`config.mk`:
```
export PLATFORM = sky130hd
export DESIGN_NAME = pcl_cell
export DESIGN_NICKNAME = d
export VERILOG_FILES = /design/src/rtl/pcl_pkg.sv /design/src/rtl/pcl_cell.sv
export SDC_FILE = /design/constraint.sdc
export NUM_CORES = 1
export LEC_CHECK = 0
export BUFFER_PORTS_ARGS = -buffer_cell sky130_fd_sc_hd__buf_4
export CAP_MARGIN = 20
export CELL_PAD_IN_SITES_DETAIL_PLACEMENT = 0
export CELL_PAD_IN_SITES_GLOBAL_PLACEMENT = 2
export CORE_ASPECT_RATIO = 0.9
export CORE_UTILIZATION = 28
export DETAILED_ROUTE_END_ITERATION = 10
export GPL_ROUTABILITY_DRIVEN = 0
export GPL_TIMING_DRIVEN = 0
export PLACE_DENSITY_LB_ADDON = 0.08
export SLEW_MARGIN = 20
export SYNTH_ARGS = -nofsm -noshare
export SYNTH_HDL_FRONTEND = slang
export SYNTH_SLANG_ARGS = --single-unit
```
`constraint.sdc`:
```
create_clock -name clock -period 3.3 [get_ports clock]
set_input_delay 0.66 -clock clock [delete_from_list [all_inputs] [get_ports clock]]
set_output_delay 0.66 -clock clock [all_outputs]
set_load 0.05 [all_outputs]
```
`src/rtl/pcl_pkg.sv`:
```
// ----------------------------------------------------------------------------
// pcl_pkg
// Shared widths, codes and types of the positional circular list.
// ----------------------------------------------------------------------------
package pcl_pkg;

   localparam int CAPACITY = 64;
   localparam int DATA_W   = 32;
   localparam int POS_W    = 7;
   localparam int FUNC_W   = 2;
   localparam int STAT_W   = 2;
   localparam int LEN_W    = 7;
   // count holds 0..CAPACITY
   localparam int CNT_W    = $clog2(CAPACITY + 1);
   // width used for all position / count compares
   localparam int CMP_W    = (CNT_W > POS_W) ? CNT_W : POS_W;
   // read-out OR tree: cells per group
   localparam int GRP      = 8;
   localparam int NGRP     = (CAPACITY + GRP - 1) / GRP;

   localparam logic [FUNC_W-1:0] OP_READ   = 2'd0;
   localparam logic [FUNC_W-1:0] OP_INSERT = 2'd1;
   localparam logic [FUNC_W-1:0] OP_DELETE = 2'd2;

   localparam logic [STAT_W-1:0] ST_OK    = 2'd0;
   localparam logic [STAT_W-1:0] ST_RANGE = 2'd1;
   localparam logic [STAT_W-1:0] ST_FULL  = 2'd2;

   // command broadcast to every cell
   typedef struct packed {
      logic              load;    // request accepted this cycle
      logic              rd_en;   // capture the element at rd_idx
      logic              ins_en;  // shift up from pos, write value at pos
      logic              del_en;  // shift down from pos
      logic [CMP_W-1:0]  pos;
      logic [CMP_W-1:0]  rd_idx;
      logic [DATA_W-1:0] value;
   } pcl_ctl_type;

   // result fields carried alongside the read-out tree
   typedef struct packed {
      logic [STAT_W-1:0] status;
      logic [LEN_W-1:0]  length;
      logic              empty;
   } pcl_meta_type;

endpackage

```
`src/rtl/pcl_cell.sv`:
```
// ----------------------------------------------------------------------------
// pcl_cell
// One storage cell of the list: holds one element, shifts with its
// neighbors on insert and delete, and captures its value for read-out.
// ----------------------------------------------------------------------------
module pcl_cell (
   input  logic                       clock,
   input  pcl_pkg::pcl_ctl_type       ctl,
   input  logic [pcl_pkg::CMP_W-1:0]  index,
   input  logic [pcl_pkg::DATA_W-1:0] left_value,
   input  logic [pcl_pkg::DATA_W-1:0] right_value,
   output logic [pcl_pkg::DATA_W-1:0] value,
   output logic [pcl_pkg::DATA_W-1:0] tap
);
   import pcl_pkg::*;

   logic [DATA_W-1:0] value_ff, value_in;
   logic [DATA_W-1:0] tap_ff, tap_in;

   always_comb begin
      value_in = value_ff;
      if (ctl.ins_en) begin
         if (index > ctl.pos) begin
            value_in = left_value;
         end else if (index == ctl.pos) begin
            value_in = ctl.value;
         end
      end else if (ctl.del_en) begin
         if (index >= ctl.pos) begin
            value_in = right_value;
         end
      end
   end

   // tap sees the value before this request's shift
   always_comb begin
      tap_in = tap_ff;
      if (ctl.load) begin
         tap_in = (ctl.rd_en && index == ctl.rd_idx) ? value_ff : '0;
      end
   end

   always_ff @(posedge clock) begin
      value_ff <= value_in;
      tap_ff   <= tap_in;
   end

   assign value = value_ff;
   assign tap   = tap_ff;

endmodule

```
==> results.cfg <==
[timing]
holdWs_ns = 0.550
hold_viol_final = 0
finalSetupViolCount = 0
rsz0062_at_grt = false
period_share_pct = 81.8
skew_ns = 0.00430
fmax_mhz = 370
post-route-worst-setup-slack_ns = 0.600
worstMarginPinSlew_ns = 0.606
slew_violations = 0
maxSlewHeadroom_pct = 59.6
fin_crit_ns = 2.70

[finish]
synthToLayoutAreaGrowth_pct = 47.4
diodes = 0
drive_above_1_share_pct = 34.5
final_common_cell = buf_4
nets = 721
final_cell_mix = 186 x buf_4, 64 x edfxtp_1, 35 x nor2_1
stdcell_count = 790

[global_route]
grt_max_degree = 33
antenna_found_initial = 0
grt_pass1_wl_um = 21800
grt-ovfl-total = 0
grtUsageTotal_pct = 19.5
grt_pass1_vias = 3896

[logic_synthesis]
async_flop_share_pct = 0
synth_seq_cells = 64
synth.distinct_cells = 27
synth_edf_count = 64
synthCells = 396
syn_area_sq_um = 4060
synth_flop_cell = edfxtp_1
syn-num-nets = 525
yosys_warnings = 0
synth.yosys.seq_area_share_pct = 47.3
syn_area_per_cell_sq_um = 10.3

[cts]
cts-resized-gates = 0
h-tree-depth = 3
clk_pin_slew_worst_paths_ns = 0.05
cts_sinks = 64
clock_latency_ns = 0.34
post_cts_buffers = 0
cts_tree = yes
ctsRootBufferMaster = clkbuf_16
clock_path_buffers = 2
cts_made_buffers = 9
postCtsHoldBufs = 0

[worst_setup_path]
setup.worst_path.start_class = input port
crit_fanout = 26
end_kind = flop
arrival_ns = 2.74
setup.worst_path.class = input port to flop
required_ns = 3.34

[power_and_ir_drop]
combPwrFrac_pct = 30.7
power_leakage_uw = 0.00245
swShare_pct = 33.2
internal_power_uw = 1890
switchingPower_uw = 937
p_per_area_nw_per_um2 = 472
seqPwrFrac_pct = 36.4
clkPwrFrac_pct = 32.9
max-vdd-ir-drop_v = 0.000240

[routing]
first_iter_violations = 255
avgRoutedWirePerCell_um = 18.5
via_count = 3928
drt-total-wl_um = 14600
vias_per_cell = 4.97
route.detailed.drc = 0
final_antenna_net_count = 0
dr.pass1.iters = 4

[floorplanning]
die_y_um = 116
io_pins = 186
core_sq_um = 14100
dieArea_sq_um = 15000
fp.dieW_um = 129
rows = 41
initial_core_util_pct = 28.8

[job]
maxCapViolCount = 0

[outcome]
outcome = complete, no violations

[place]
dp_hpwl_um = 10400
dp_cells = 774
pre_cts_ws_ns = 0.256
portBuffers = 184

[hold_path]
hp-class = flop to flop
-- worst paths after layout --
check | slack [ns] | start | to | cells after the start
max | 0.60 | index[2] | value[15]$_DFFE_PP_ | 9
min | 0.55 | value[9]$_DFFE_PP_ | tap[9]$_SDFFCE_PN0P_ | 1
max reg2reg | 2.48 | value[18]$_DFFE_PP_ | tap[18]$_SDFFCE_PN0P_ | 1
min reg2reg | 0.55 | value[9]$_DFFE_PP_ | tap[9]$_SDFFCE_PN0P_ | 1
-- power by group through the flow --
stage / Combinational [uW] / Sequential, uW / Clock [uW]
after CTS: 873 / 1030 / 949
after floorplan: 260 / 1310 / 0
after detailed placement: 871 / 1040 / 0
after global routing: 926 / 1040 / 978
after global placement: 857 / 1040 / 0
final: 868 / 1030 / 930
-- metrics by stage --
step	utilization [%]	TNS, ns	total power (uW)	instance area, sq um
floorplan	-	0	1570	4060
global placement	40.3	-19.87	1900	5680
detailed placement	40.4	0	1920	5700
CTS	42.4	0	2850	5980
global route	42.4	0	2940	5980
finish	42.4	0	2830	5980
-- per-layer routing --
| metal | vias to the layer above | GRT usage (%) | share of wire (%) |
|---|---|---|---|
| met2 | 145 | 32.6 | 48 |
| met1 | 1900 | 24.7 | 44 |
| li1 | 1864 | - | - |
| met4 | 0 | 6.04 | 1.2 |
| met3 | 19 | 5.13 | 6.2 |
| met5 | - | 0 | 0 |
-- worst max-delay path, cell delays in order --
cell and delay, ns:
buf_4 0.12, ha_1 0.32, a21o_1 0.13, clkbuf_1 0.33
clkbuf_1 0.43, nor3_1 0.09, nor2_1 0.10, o22a_2 0.28
buf_12 0.24
-- Yosys cell counts, types with 2 or more instances --
library cell / n / area [sq um]
clkbuf_1: 29 / 109
nand4_1: 3 / 18.8
ha_1: 7 / 87.6
a21oi_1: 2 / 10.0
a41oi_1: 32 / 280
xnor2_1: 7 / 61.3
a21boi_0: 32 / 240
and2_1: 32 / 200
o211a_1: 2 / 20.0
inv_1: 7 / 26.3
nand2_1: 33 / 124
nor3b_1: 32 / 240
edfxtp_1: 64 / 1920
buf_4: 2 / 15.0
nor2_1: 35 / 131
o21ai_0: 32 / 160
mux2i_1: 32 / 320
buf_2: 4 / 20.0
-- kinds of logic (layout without fill, tap and decap cells) --
logic type | Yosys count | count (layout) | share of synthesized area (%)
and+or+nand+nor | 140 | 140 | 18.4
AOI/OAI and AO/OA | 103 | 103 | 18.3
DFF | 64 | 64 | 47.3
buffers and inverters | 43 | 244 | 4.38
muxes | 32 | 32 | 7.89
adders and majority gates | 7 | 7 | 2.16
xor gates and xnor gates | 7 | 7 | 1.51
-- sequential cells by signal, indices dropped and copies added (netlist names) --
register	count
tap	32
value	32
-- final cells by class --
type,count,area [sq um]
fill,1421,8120
clock inverter,5,47.5
timing repair buffer,185,1400
multi-input combinational,289,1960
sequential,64,1920
tap,193,241
inverter,7,26.3
buffer,36,151
clock buffer,11,233
(Power assumes the default switching activity.)
