`config.mk`:
```
export PLATFORM = sky130hd
export DESIGN_NAME = pcl_decode
export DESIGN_NICKNAME = d
export VERILOG_FILES = /design/src/rtl/pcl_pkg.sv /design/src/rtl/pcl_decode.sv
export SDC_FILE = /design/constraint.sdc
export NUM_CORES = 1
export LEC_CHECK = 0
export BUFFER_PORTS_ARGS = -buffer_cell sky130_fd_sc_hd__buf_2
export CORE_UTILIZATION = 37
export DETAILED_ROUTE_END_ITERATION = 8
export PLACE_DENSITY = 0.91
export SKIP_LAST_GASP = 1
export SYNTH_ARGS = -nofsm -noshare
export SYNTH_HDL_FRONTEND = slang
export SYNTH_SLANG_ARGS = --single-unit
```
`constraint.sdc`:
```
create_clock -name vclk -period 4.7
set_input_delay 0.47 -clock vclk [all_inputs]
set_output_delay 0.47 -clock vclk [all_outputs]
set_load 0.05 [all_outputs]
```
`src/rtl/pcl_pkg.sv`:
```
// ----------------------------------------------------------------------------
// pcl_pkg
// Shared widths, codes and types of the positional circular list.
// ----------------------------------------------------------------------------
package pcl_pkg;

   localparam int CAPACITY = 64;
   localparam int DATA_W   = 32;
   localparam int POS_W    = 7;
   localparam int FUNC_W   = 2;
   localparam int STAT_W   = 2;
   localparam int LEN_W    = 7;
   // count holds 0..CAPACITY
   localparam int CNT_W    = $clog2(CAPACITY + 1);
   // width used for all position / count compares
   localparam int CMP_W    = (CNT_W > POS_W) ? CNT_W : POS_W;
   // read-out OR tree: cells per group
   localparam int GRP      = 8;
   localparam int NGRP     = (CAPACITY + GRP - 1) / GRP;

   localparam logic [FUNC_W-1:0] OP_READ   = 2'd0;
   localparam logic [FUNC_W-1:0] OP_INSERT = 2'd1;
   localparam logic [FUNC_W-1:0] OP_DELETE = 2'd2;

   localparam logic [STAT_W-1:0] ST_OK    = 2'd0;
   localparam logic [STAT_W-1:0] ST_RANGE = 2'd1;
   localparam logic [STAT_W-1:0] ST_FULL  = 2'd2;

   // command broadcast to every cell
   typedef struct packed {
      logic              load;    // request accepted this cycle
      logic              rd_en;   // capture the element at rd_idx
      logic              ins_en;  // shift up from pos, write value at pos
      logic              del_en;  // shift down from pos
      logic [CMP_W-1:0]  pos;
      logic [CMP_W-1:0]  rd_idx;
      logic [DATA_W-1:0] value;
   } pcl_ctl_type;

   // result fields carried alongside the read-out tree
   typedef struct packed {
      logic [STAT_W-1:0] status;
      logic [LEN_W-1:0]  length;
      logic              empty;
   } pcl_meta_type;

endpackage

```
`src/rtl/pcl_decode.sv`:
```
// ----------------------------------------------------------------------------
// pcl_decode
// Checks a request against the current count and builds the cell command,
// the status and the count after the operation.
// ----------------------------------------------------------------------------
module pcl_decode (
   input  logic                       accept,
   input  logic [pcl_pkg::FUNC_W-1:0] func,
   input  logic [pcl_pkg::POS_W-1:0]  position,
   input  logic [pcl_pkg::DATA_W-1:0] value,
   input  logic [pcl_pkg::CNT_W-1:0]  count,
   output pcl_pkg::pcl_ctl_type       ctl,
   output logic [pcl_pkg::STAT_W-1:0] status,
   output logic [pcl_pkg::CNT_W-1:0]  count_next
);
   import pcl_pkg::*;

   logic [CMP_W-1:0] pos_x;
   logic [CMP_W-1:0] cnt_x;
   logic             cnt_zero;
   logic             full;
   logic             rd_ok;
   logic             ins_ok;
   logic             del_ok;

   assign pos_x    = CMP_W'(position);
   assign cnt_x    = CMP_W'(count);
   assign cnt_zero = (count == '0);
   assign full     = (cnt_x >= CMP_W'(CAPACITY));

   always_comb begin
      rd_ok  = 1'b0;
      ins_ok = 1'b0;
      del_ok = 1'b0;
      status = ST_RANGE;
      case (func)
         OP_READ: begin
            if (!cnt_zero && pos_x <= cnt_x) begin
               rd_ok  = 1'b1;
               status = ST_OK;
            end
         end
         OP_INSERT: begin
            if (pos_x > cnt_x) begin
               status = ST_RANGE;
            end else if (full) begin
               status = ST_FULL;
            end else begin
               ins_ok = 1'b1;
               status = ST_OK;
            end
         end
         OP_DELETE: begin
            if (!cnt_zero && pos_x < cnt_x) begin
               del_ok = 1'b1;
               status = ST_OK;
            end
         end
         default: status = ST_RANGE;
      endcase
   end

   always_comb begin
      ctl.load   = accept;
      ctl.rd_en  = rd_ok | del_ok;
      ctl.ins_en = accept & ins_ok;
      ctl.del_en = accept & del_ok;
      ctl.pos    = pos_x;
      // read at the length wraps to the head
      ctl.rd_idx = (rd_ok && pos_x == cnt_x) ? '0 : pos_x;
      ctl.value  = value;
   end

   always_comb begin
      count_next = count;
      if (ins_ok) begin
         count_next = count + CNT_W'(1);
      end else if (del_ok) begin
         count_next = count - CNT_W'(1);
      end
   end

endmodule

```
==> impl_metrics.env, run 1 <==
export IMPL_status="complete, no violations"
export IMPL_rsz0062_at_grt="false"
export IMPL_crit_top_cell="buf_2"
export IMPL_gr_total_overflow=0
export IMPL_grt_use_total_pct=14.21
export IMPL_n_antenna_cell=0
export IMPL_ios=108
export IMPL_die_height_um=51.07
export IMPL_crit_family="compound AO/OA/AOI/OAI gates"
export IMPL_seq_cell_count=0
export IMPL_required_ps=4230
export IMPL_arrival_ps=2330
export IMPL_critPathKind="in -> out"
export IMPL_grt_max_degree=9
export IMPL_crit_fanout=7
export IMPL_syn_area_um2=890.9
export IMPL_grt_pass1_vias=631
export IMPL_regArea_um2=0
export IMPL_rows=17
export IMPL_whs_ps=940.0
export IMPL_powerDensity_nw_per_um2=150.0
export IMPL_final_cell_mix="buf_2 (44), inv_1 (9), ha_1 (9)"
export IMPL_die_area_um2=2608
export IMPL_wl_per_cell_um=13.34
export IMPL_portBuffers=44
export IMPL_hold_path_cell_count=0
export IMPL_ant_nets=0
export IMPL_drt_initial_drc_count=10
export IMPL_synth_area_leaders="buf_4 (34%), ha_1 (13%), and2_1 (4.9%)"
export IMPL_via_count=800
export IMPL_worst_slew_pin_slew_ps=375.9
export IMPL_synth_nets=177
export IMPL_dr_pass1_iters=4
export IMPL_drc=0
export IMPL_slew_headroom_pct=74.77
export IMPL_drv_cap=0
export IMPL_drive_above_1_share_pct=41.80
export IMPL_report_final_slew_viol_count=0
export IMPL_crit_chain="buf_2, inv_1, ha_1, a21oi_1, a21boi_4, nor3b_4, a32oi_1, xnor2_1, buf_2"
export IMPL_yosys_area_top_type="buf_4"
export IMPL_hold_path_class="in -> out"
export IMPL_clock_buffers=0
export IMPL_setup_viol=0
export IMPL_cp_start_kind="input pin"
export IMPL_synth_adder_area_share_pct=12.64
export IMPL_netlist_instances=119
export IMPL_grt_first_pass_wirelength_um=2925
export IMPL_setup_tns_ps=0
export IMPL_yosysWarnings=0
export IMPL_synthMuxAreaShare_pct=0
export IMPL_whs_endpoint="ctl[11]"
export IMPL_power_total_uw=125.2
export IMPL_layout_commonest_cell="buf_2"
export IMPL_worst_ir_drop_vdd_mv=0.05735
export IMPL_final_hold_viol_count=0
export IMPL_core_area_um2=2233
export IMPL_synth_top_family_by_area="buffers and inverters"
export IMPL_viasPerCell=5.333
export IMPL_layout_min_cycle_time_ps=2798
export IMPL_drt_total_wl_um=2001
export IMPL_start_util_pct=39.89
export IMPL_nets=182
export IMPL_yosysUniqueCellTypes=38
export IMPL_min_period_over_period_pct=59.53
export IMPL_synth_top_area_share_pct=33.71
export IMPL_die_w_um=51.07
export IMPL_area_growth_pct=-6.320
export IMPL_seq_area_frac_synth_pct=0
export IMPL_finalWeightedCongestion=0.8501
export IMPL_cts_setup_buffers=0
export IMPL_synth_simple_area_share_pct=24.72
export IMPL_ctsHoldBuffers=0
export IMPL_power_leakage_uw=0.0004126
export IMPL_yosys_area_share_xor_xnor_pct=4.916
export IMPL_dp_hpwl_um=1774
export IMPL_syn_area_per_cell_um2=7.486
export IMPL_end_kind="output port"
export IMPL_ctsResizeCount=0
export IMPL_fmax_mhz=357.4
export IMPL_min_delay_start="value[11]"
export IMPL_crit_buf_inv=3
export IMPL_crit_slowest_cell="nor3b_4"
export IMPL_worst_path_largest_cell_delay_ps=320
export IMPL_antenna_found_initial=0
export IMPL_synth_compound_area_share_pct=18.96
-- worst max path at each step --
stage                         from             to  slack, ps  depth (start not counted)
after floorplan           count[2]      status[0]       1480                          4
after global placement    count[2]  count_next[6]       1910                          9
after detailed placement  count[2]  count_next[5]       1900                          9
after CTS                 count[2]  count_next[5]       1890                          9
after global routing      count[6]  count_next[3]       1760                          9
final                     count[2]  count_next[5]       1900                          9
-- report_power, final --
group          switching (uW)  internal, uW
Clock                       0             0
Combinational            91.2          34.0
Sequential                  0             0
Total                    91.2          34.0
-- per-stage QoR --
| stage | area [um^2] | instances | worst slack (ps) | util (%) |
|---|---|---|---|---|
| finish | 834.6 | 150 | 1902 | 37.37 |
| global route | 834.6 | 150 | 1761 | 37.37 |
| CTS | 834.6 | 150 | 1893 | 37.37 |
| detailed placement | 834.6 | 150 | 1905 | 37.37 |
| global placement | 834.6 | 150 | 1908 | 37.37 |
| floorplan | 890.9 | 119 | 1481 | - |
-- synthesized netlist by cell type, types with 2 or more instances --
cell type,number
nand4_1,2
inv_1,9
buf_4,40
a21oi_1,4
a31oi_1,2
nand3_1,3
xnor2_1,5
ha_1,9
a32oi_1,2
nand2_1,4
and2_1,7
nor2_1,6
-- cell type report --
cell class	instances	area (um^2)
fill	260	1399
inverter	9	33.78
multi-input combinational	69	545.5
tap	28	35.03
timing repair buffer	44	220.2
-- per-layer routing --
metal  GRT usage, %  routed length [um]  part of all wire [%]
met5              0                   0                     0
met4          1.852                  16                  0.80
met3          1.488                 232                    12
met2          27.19                 955                    48
met1          17.05                 797                    40
-- logic make-up (layout without fill, tap and decap cells) --
group                    Yosys count  after routing
AO/OA/AOI/OAI                     21             21
XOR/XNOR                           5              5
adder cells (fa/ha/maj)            9              9
buffers and inverters             50             53
AND/OR/NAND/NOR                   34             34
No activity file was read; power rests on OpenSTA's default activity.
==> run 2: changes to the inputs <==
--- a/config.mk
+++ b/config.mk
@@ -6,9 +6,9 @@
 export NUM_CORES = 1
 export LEC_CHECK = 0
 export BUFFER_PORTS_ARGS = -buffer_cell sky130_fd_sc_hd__buf_2
-export CORE_UTILIZATION = 37
+export CORE_UTILIZATION = 35
 export DETAILED_ROUTE_END_ITERATION = 8
-export PLACE_DENSITY = 0.91
+export PLACE_DENSITY = 0.87
 export SKIP_LAST_GASP = 1
 export SYNTH_ARGS = -nofsm -noshare
 export SYNTH_HDL_FRONTEND = slang
==> constraint.sdc (replaced) <==
create_clock -name vclk -period 2.8
set_input_delay 0.28 -clock vclk [all_inputs]
set_output_delay 0.28 -clock vclk [all_outputs]
set_load 0.05 [all_outputs]
==> run 2 against run 1 <==
  * Count of clock-buffer cells in the layout stayed put
  * Sequential share of layout area unchanged
  * First-iteration DRC count grew to 2.8 times the previous value
  * Die area rose by 5.5%
  * Sequential cell count is the same
  * Setup slack got worse by 1600 ps
  * Cell count unchanged
  * Combinational power grew 69%
  * Worst hold slack got worse by 380 ps
  * Via count up 0.13%
  * Routed wire length increased by 10%
  * Global-route usage is 0.17 points higher
  * Highest routed layer unchanged
==> impl_metrics.env, run 2 (synthesis results as in run 1) <==
export IMPL_ctsHoldBuffers=0
export IMPL_status="complete, no violations"
export IMPL_final_cell_mix="buf_2 (44), inv_1 (9), ha_1 (9)"
export IMPL_final_hold_viol_count=0
export IMPL_whs_endpoint="ctl[14]"
export IMPL_crit_chain="buf_2, inv_1, ha_1, a21oi_1, a21boi_4, nor3b_4, a32oi_1, xnor2_1, buf_2"
export IMPL_critPathKind="in -> out"
export IMPL_worst_ir_drop_vdd_mv=0.09421
export IMPL_cts_setup_buffers=0
export IMPL_switchingPower_uw=153.6
export IMPL_power_frac_comb_pct=100.0
export IMPL_area_growth_pct=-6.320
export IMPL_arrival_ps=2170
export IMPL_die_w_um=52.45
export IMPL_min_period_over_period_pct=87.59
export IMPL_grt_first_pass_wirelength_um=3029
export IMPL_whs_ps=560.0
export IMPL_setup_tns_ps=0
export IMPL_seqPwrFrac_pct=0
export IMPL_die_area_um2=2751
export IMPL_ctsResizeCount=0
export IMPL_regArea_um2=0
export IMPL_via_count=801
export IMPL_viasPerCell=5.340
export IMPL_nets=182
export IMPL_report_final_slew_viol_count=0
export IMPL_n_antenna_cell=0
export IMPL_drc=0
export IMPL_rows=17
export IMPL_pwr_share_clk_pct=0
export IMPL_fmax_mhz=407.7
export IMPL_instances_no_fill=150
export IMPL_grt_max_degree=9
export IMPL_ios=108
export IMPL_start_util_pct=38.78
export IMPL_layout_min_cycle_time_ps=2453
export IMPL_seq_cell_count=0
export IMPL_setup_viol=0
export IMPL_end_kind="output port"
export IMPL_crit_slowest_cell="nor3b_4"
export IMPL_clock_buffers=0
export IMPL_wl_per_cell_um=14.67
export IMPL_layout_commonest_cell="buf_2"
export IMPL_rsz0062_at_grt="false"
export IMPL_drive_above_1_share_pct=41.80
export IMPL_power_total_uw=211.1
export IMPL_die_height_um=52.45
export IMPL_core_area_um2=2297
export IMPL_worst_slew_pin_slew_ps=369.3
export IMPL_gr_total_overflow=0
export IMPL_worst_path_largest_cell_delay_ps=340
export IMPL_ant_nets=0
export IMPL_drv_cap=0
export IMPL_crit_top_cell="buf_2"
export IMPL_antenna_found_initial=0
export IMPL_cp_start_kind="input pin"
export IMPL_powerDensity_nw_per_um2=253.0
export IMPL_crit_fanout=7
export IMPL_slew_headroom_pct=75.22
export IMPL_drt_initial_drc_count=28
export IMPL_place_inst=150
export IMPL_drt_total_wl_um=2201
export IMPL_hold_path_cell_count=0
export IMPL_internal_power_uw=57.53
export IMPL_hold_path_class="in -> out"
export IMPL_finalWeightedCongestion=0.7811
export IMPL_dp_hpwl_um=1975
export IMPL_dr_pass1_iters=4
export IMPL_switching_share_pct=72.75
export IMPL_min_delay_start="value[14]"
export IMPL_portBuffers=44
export IMPL_required_ps=2520
export IMPL_grt_use_total_pct=14.38
export IMPL_grt_pass1_vias=653
export IMPL_power_leakage_uw=0.0004130
[run 2: cell count changes in the layout (fill, tap and decap cells not counted)]
cell | previous run | this run
o311ai_0 | 1 | 0
o311ai_1 | 0 | 1
[run 2: how the worst max path moves through the flow]
stage / startpoint / end / slack, ps / depth (start not counted)
after floorplan: count[2] / count_next[5] / 200 / 8
after global placement: count[2] / count_next[6] / 390 / 9
after detailed placement: count[2] / count_next[6] / 340 / 9
after CTS: count[2] / count_next[6] / 330 / 9
after global routing: count[2] / count_next[6] / 230 / 9
final: count[2] / count_next[5] / 350 / 9
[run 2: worst max-delay path, delay by kind of cell]
family / cells / cell delay [ps]
AOI/OAI and AO/OA: 3 / 550
buffers and inverters: 3 / 530
and+or+nand+nor: 1 / 340
adders and majority gates: 1 / 310
xor gates and xnor gates: 1 / 150
[run 2: area by class of cell]
type | instances | area (um^2)
repair buffers | 44 | 220.2
well taps | 28 | 35.03
fillers | 269 | 1463
multi-input cells | 69 | 545.5
inverters | 9 | 33.78
[run 2: power groups by stage]
stage,sequential [uW],clock [uW],combinational (uW)
finish,0,0,211
global route,0,0,227
CTS,0,0,212
detailed placement,0,0,212
global placement,0,0,209
floorplan,0,0,288
[run 2: routing by layer]
| layer | part of all wire (%) | vias up | wire, um | global-route usage, % |
|---|---|---|---|---|
| li1 | - | 386 | - | - |
| met1 | 37 | 347 | 806 | 16.70 |
| met2 | 49 | 66 | 1073 | 28.06 |
| met3 | 14 | 2 | 316 | 2.609 |
| met4 | 0.23 | 0 | 5 | 0.4386 |
| met5 | 0 | - | 0 | 0 |
[run 2: stage by stage]
step	util (%)	instance area [um^2]	setup WS, ps
final	36.33	834.6	347.5
after global routing	36.33	834.6	230.2
after CTS	36.33	834.6	331.3
after detailed placement	36.33	834.6	335.9
after global placement	36.33	834.6	393.9
after floorplan	-	890.9	205.0
